[config.mk]
export PLATFORM = sky130hd
export DESIGN_NAME = tflm_axis
export DESIGN_NICKNAME = d
export VERILOG_FILES = /design/src/design/tflm_pkg.sv /design/src/design/tflm_axis.sv
export SDC_FILE = /design/constraint.sdc
export NUM_CORES = 2
export LEC_CHECK = 0
export ABC_CLOCK_PERIOD_IN_PS = 14650
export BUFFER_PORTS_ARGS = -buffer_cell sky130_fd_sc_hd__buf_2
export CAP_MARGIN = 20
export CELL_PAD_IN_SITES_DETAIL_PLACEMENT = 0
export CELL_PAD_IN_SITES_GLOBAL_PLACEMENT = 1
export CORE_MARGIN = 2
export CORE_UTILIZATION = 45
export CTS_CLUSTER_SIZE = 12
export DETAILED_ROUTE_END_ITERATION = 16
export PLACE_DENSITY_LB_ADDON = 0.1
export SLEW_MARGIN = 20
export SYNTH_ARGS = -nofsm -noshare
export SYNTH_HDL_FRONTEND = slang
export SYNTH_SLANG_ARGS = --single-unit
[constraint.sdc]
create_clock -name clock -period 14.65 [get_ports clock]
set_input_delay 4.395 -clock clock [delete_from_list [all_inputs] [get_ports clock]]
set_output_delay 4.395 -clock clock [all_outputs]
set_load 0.01 [all_outputs]
[src/design/tflm_pkg.sv]
package tflm_pkg;

   localparam int FIELD_W = 24;
   localparam int POS_W   = 32;
   localparam int WGT_W   = 16;
   localparam int FRAC_W  = 44;

   // one grid node, all three components
   typedef struct packed {
      logic signed [FIELD_W-1:0] bx;
      logic signed [FIELD_W-1:0] by;
      logic signed [FIELD_W-1:0] bz;
   } node_type;

   // load enables of the three address-mapping stages
   typedef struct packed {
      logic s1;
      logic s2;
      logic s3;
   } stage_en_type;

endpackage

[src/design/tflm_axis.sv]
module tflm_axis #(
   parameter int N = 32
) (
   input  logic                     clock,
   input  tflm_pkg::stage_en_type   en,
   input  logic signed [31:0]       pos,
   input  logic signed [31:0]       origin,
   input  logic signed [31:0]       scale,
   output logic [$clog2(N)-1:0]     idx,
   output logic [15:0]              wgt,
   output logic                     in_grid
);
   import tflm_pkg::*;

   localparam int IW = $clog2(N);

   logic signed [32:0] d_ff;
   logic signed [49:0] plo_ff;
   logic signed [48:0] phi_ff;
   logic signed [64:0] u;
   logic [IW-1:0]      idx_ff;
   logic [WGT_W-1:0]   wgt_ff;
   logic               in_grid_ff;

   // stage 1: offset from origin, exact
   always_ff @(posedge clock) begin
      if (en.s1) begin
         d_ff <= {pos[31], pos} - {origin[31], origin};
      end
   end

   // stage 2: 33x32 product split into a 33x17 (zero-extended low half) and a 33x16 partial product
   always_ff @(posedge clock) begin
      if (en.s2) begin
         plo_ff <= d_ff * $signed({1'b0, scale[15:0]});
         phi_ff <= d_ff * $signed(scale[31:16]);
      end
   end

   // stage 3: combine, range check, cell index and weight
   assign u = ($signed({{16{phi_ff[48]}}, phi_ff}) <<< 16)
            + $signed({{15{plo_ff[49]}}, plo_ff});

   always_ff @(posedge clock) begin
      if (en.s3) begin
         in_grid_ff <= !u[64] && (u[63:FRAC_W] < 20'(N - 1));
         idx_ff     <= u[FRAC_W+IW-1:FRAC_W];
         wgt_ff     <= u[FRAC_W-1:FRAC_W-WGT_W];
      end
   end

   assign idx     = idx_ff;
   assign wgt     = wgt_ff;
   assign in_grid = in_grid_ff;

endmodule

==> out/results.txt <==
number of buffers created by CTS: 17
DRC violations left: 0
Starting Density: 45.2%
pin slew with the least headroom to its limit: 912 ps
H-tree level count: 4
synthesis-to-finish area growth: 5.58%
worst hold path cell count: 2
clock network latency to the later pin of the worst-skew pair: 530 ps
Final Util: 47.7%
dominant cells by area after synthesis: sky130_fd_sc_hd__fa_1 (46%), sky130_fd_sc_hd__inv_1 (10%), sky130_fd_sc_hd__edfxtp_1 (9.5%), sky130_fd_sc_hd__ha_1 (9.0%), sky130_fd_sc_hd__nand2_1 (5.9%)
die width: 315 um
worst reg2reg path depth: 24
wire length of the first global-routing pass: 185 mm
Hold Fails Final Rpt: 0
routed length per placed instance: 18.5 um
maximum fanout encountered on the critical timing path: 33
Antenna Violating Nets Remaining: 0
Yosys warning total: 0
sequential cell area fraction in the yosys report: 9.52%
Port-buffer cells: 121
count of cell instances traversed by the critical path: 23
area share of the leading cell type in the synthesized netlist: 46.1%
max cap viols: 0
cell mode on critical path: sky130_fd_sc_hd__fa_1
setup repair after global routing missed its margin: no
number of antenna violations at the first check in global routing: 2
end of the critical path: plo_ff[49]
detail-routed via count per cell: 5.06
# rows: 114
upper clock frequency limit: 89.0 MHz
proportion of layout cells with a drive suffix above 1: 4.83%
R2R Path Start: d_ff[4]
summed area of non-filler cells in the final layout: 46000 um2
status: finished, final reports clean
CP Class: input pin to flop
time the worst path needs with I/O delays and setup: 11240 ps
post-CTS setup repair buffer count: 0
Register-to-Register Setup Slack: 6970 ps
clock transition at the registers of the reported paths: 70 ps
dpl hpwl: 86.2 mm
total nets after synthesis: 6115
die boundary height: 315 um
Layout fillers: 9566
Required @ worst endpoint: 14930 ps
Worst path top cell family by delay: adder cells
number of search-and-repair iterations in the first detailed-routing pass: 5
count of unique library cells instantiated by Yosys: 76
vias in the first global route: 33310
cts repair resizes: 0
largest buffer count on any clock path: 2
cell area after synthesis: 43500 um2
average footprint of a synthesized cell: 9.26 um2
maximum number of pins on one net before global-route repair: 47
Post-Synthesis Cells: 4701
Crit path arrival time: 11520 ps
maximum cell stage delay along the critical path: 660 ps
total cell area at the placement stage: 45300 um2
Setup crit end kind: flop
Tot GR Track Use: 24.2%
type of element launching the critical path: input pin
wire length after detailed routing: 110 mm
Vias: 30265
timing startpoint of the critical path: scale[3]
synthesis-stage register bit count: 138
TritonCTS clock tree: built
reg-to-reg endpoint: phi_ff[47]
Fin Setup TNS: 0 ps
core region area: 96300 um2
most frequently used flop master after synthesis: sky130_fd_sc_hd__edfxtp_1
global placer's final weighted congestion: 0.817
hold crit path type: flop to flop
CP bufs+invs: 4
Critical-path top delay cell: sky130_fd_sc_hd__buf_2
global route total overflow: 0
Final Net Count: 6099
CTS Root Buffer Type: sky130_fd_sc_hd__clkbuf_16
DIE AREA: 99300 um2
cell-by-cell listing of the critical path: buf_2 > nand2_1 > fa_1 > fa_1 > fa_1 > inv_1 > fa_1 > fa_1 > inv_1 > fa_1 > inv_1 > ha_1 > a211oi_1 > o21bai_1 > a211oi_1 > o32ai_1 > a21oi_2 > o31ai_4 > a221o_4 > a211oi_4 > o21ai_2 > a21oi_2 > xnor2_1
relative slew slack: 39.2%
final count of negative-setup-slack endpoints: 0
first-iteration detailed-routing DRC count: 1554
share of synthesized registers carrying an async set or reset: 0%
Max Clock Skew: 14.0 ps
CTS Hold Bufs: 0
max-slew violation total from the final report: 0
Post-synth EDFFs: 138
cell taking the most area after synthesis: sky130_fd_sc_hd__fa_1
num ports: 122
Final period util: 76.7%
clock tree sinks: 138
## placed cells by master, fill, tap and decap left out, types with 52 or more instances in the layout
cell	instances
sky130_fd_sc_hd__inv_1	1172
sky130_fd_sc_hd__fa_1	1002
sky130_fd_sc_hd__nand2_1	685
sky130_fd_sc_hd__and2_1	402
sky130_fd_sc_hd__ha_1	312
sky130_fd_sc_hd__edfxtp_1	138
sky130_fd_sc_hd__a21oi_1	127
sky130_fd_sc_hd__buf_2	120
sky130_fd_sc_hd__xnor2_1	106
sky130_fd_sc_hd__nor2_1	101
sky130_fd_sc_hd__o21ai_0	58
sky130_fd_sc_hd__a21o_1	52
## worst min path at each step
| stage | start | end | slack [ps] |
|---|---|---|---|
| after floorplan | phi_ff[12] | wgt[0] | 670 |
| after global placement | phi_ff[25] | wgt[13] | 750 |
| after detailed placement | phi_ff[17] | wgt[5] | 750 |
| after CTS | phi_ff[25] | wgt[13] | 760 |
| after global routing | phi_ff[25] | wgt[13] | 790 |
| final | phi_ff[25] | wgt[13] | 760 |
## worst reg2reg max path, cell delays in order (launching register included)
cell and delay [ps]:
sky130_fd_sc_hd__edfxtp_1 610, sky130_fd_sc_hd__buf_4 410, sky130_fd_sc_hd__and2_1 240, sky130_fd_sc_hd__fa_1 410, sky130_fd_sc_hd__fa_1 520, sky130_fd_sc_hd__ha_1 150, sky130_fd_sc_hd__inv_1 50, sky130_fd_sc_hd__fa_1 470
sky130_fd_sc_hd__inv_1 50, sky130_fd_sc_hd__fa_1 540, sky130_fd_sc_hd__inv_1 50, sky130_fd_sc_hd__fa_1 480, sky130_fd_sc_hd__inv_1 40, sky130_fd_sc_hd__ha_1 320, sky130_fd_sc_hd__o21ai_0 380, sky130_fd_sc_hd__nand2_1 140
sky130_fd_sc_hd__and3_1 230, sky130_fd_sc_hd__a221oi_4 380, sky130_fd_sc_hd__o211ai_1 250, sky130_fd_sc_hd__o211ai_1 230, sky130_fd_sc_hd__o21ai_1 240, sky130_fd_sc_hd__a221oi_1 600, sky130_fd_sc_hd__o21ai_0 320, sky130_fd_sc_hd__nand3b_1 160
sky130_fd_sc_hd__o311ai_0 120
## stage by stage
step | setup slack (ps) | cells | hold slack [ps]
detailed placement | 2950 | 5942 | 754
CTS | 3500 | 5974 | 758
global placement | 2970 | 5942 | 749
floorplan | 4030 | 4701 | 670
global route | 2990 | 5974 | 793
finish | 3410 | 5976 | 757
## registers in the layout, indices dropped and copies added, names as in the netlist
| register | flops |
|---|---|
| wgt | 16 |
| d_ff | 33 |
| phi_ff | 49 |
| in_grid | 1 |
| plo_ff | 34 |
| idx | 5 |
## final cells by class
cell class / instances / area [um2] / share of cell area (%)
inverter: 1172 / 4400 / 9.57
antenna: 2 / 5.00 / 0.0109
tap: 1276 / 1600 / 3.47
timing repair buffer: 165 / 938 / 2.04
multi-input combinational: 3191 / 34200 / 74.5
sequential: 138 / 4140 / 9.02
clock inverter: 15 / 213 / 0.463
clock buffer: 17 / 425 / 0.926
## cell usage after synthesis, types with 3 or more instances
library cell                instances
sky130_fd_sc_hd__a2111oi_0          5
sky130_fd_sc_hd__a211o_1            3
sky130_fd_sc_hd__a211oi_1          11
sky130_fd_sc_hd__a21boi_0           4
sky130_fd_sc_hd__a21o_1            52
sky130_fd_sc_hd__a21oi_1          127
sky130_fd_sc_hd__a21oi_2            4
sky130_fd_sc_hd__a221oi_1           4
sky130_fd_sc_hd__a31o_2             3
sky130_fd_sc_hd__a31oi_1           13
sky130_fd_sc_hd__and2_1           402
sky130_fd_sc_hd__and3_1            17
sky130_fd_sc_hd__and4_1             3
sky130_fd_sc_hd__clkbuf_1         199
sky130_fd_sc_hd__edfxtp_1         138
sky130_fd_sc_hd__fa_1            1002
sky130_fd_sc_hd__ha_1             312
sky130_fd_sc_hd__inv_1           1172
sky130_fd_sc_hd__mux2i_1            5
sky130_fd_sc_hd__nand2_1          685
sky130_fd_sc_hd__nand2b_1          21
sky130_fd_sc_hd__nand3_1           36
sky130_fd_sc_hd__nand3b_1           3
sky130_fd_sc_hd__nand4_1           11
sky130_fd_sc_hd__nor2_1           101
sky130_fd_sc_hd__nor2b_1           25
sky130_fd_sc_hd__nor3_1            21
sky130_fd_sc_hd__nor3b_1            3
sky130_fd_sc_hd__nor4_1             3
sky130_fd_sc_hd__o2111ai_1          5
sky130_fd_sc_hd__o211ai_1          12
sky130_fd_sc_hd__o21a_1            14
sky130_fd_sc_hd__o21ai_0           58
sky130_fd_sc_hd__o21ai_1            3
sky130_fd_sc_hd__o21bai_1          23
sky130_fd_sc_hd__o31ai_1            6
sky130_fd_sc_hd__or2_2              3
sky130_fd_sc_hd__or3_1              5
sky130_fd_sc_hd__xnor2_1          106
sky130_fd_sc_hd__xor2_1            36
## logic make-up (layout without fill, tap and decap cells)
logic type / count (synthesis) / after routing / synth area share (%)
buffers and inverters: 1372 / 1369 / 11.8
and+or+nand+nor: 1347 / 1347 / 14.7
adders and majority gates: 1314 / 1314 / 55.0
AOI/OAI and AO/OA: 382 / 382 / 5.87
xor gates and xnor gates: 142 / 142 / 2.86
DFF: 138 / 138 / 9.52
muxes: 6 / 6 / 0.141
other: 0 / 2 / 0
## per-layer routing
metal	track usage, %	routed length (um)	vias up
met2	44.7	58800	485
met5	0	0	-
li1	-	-	13859
met4	6.10	2600	0
met1	30.2	46100	15813
met3	2.33	2940	108
Power is left out: the tool's default activity adds up to more than one toggle a clock period on the data nets, which glitch-free logic cannot reach.
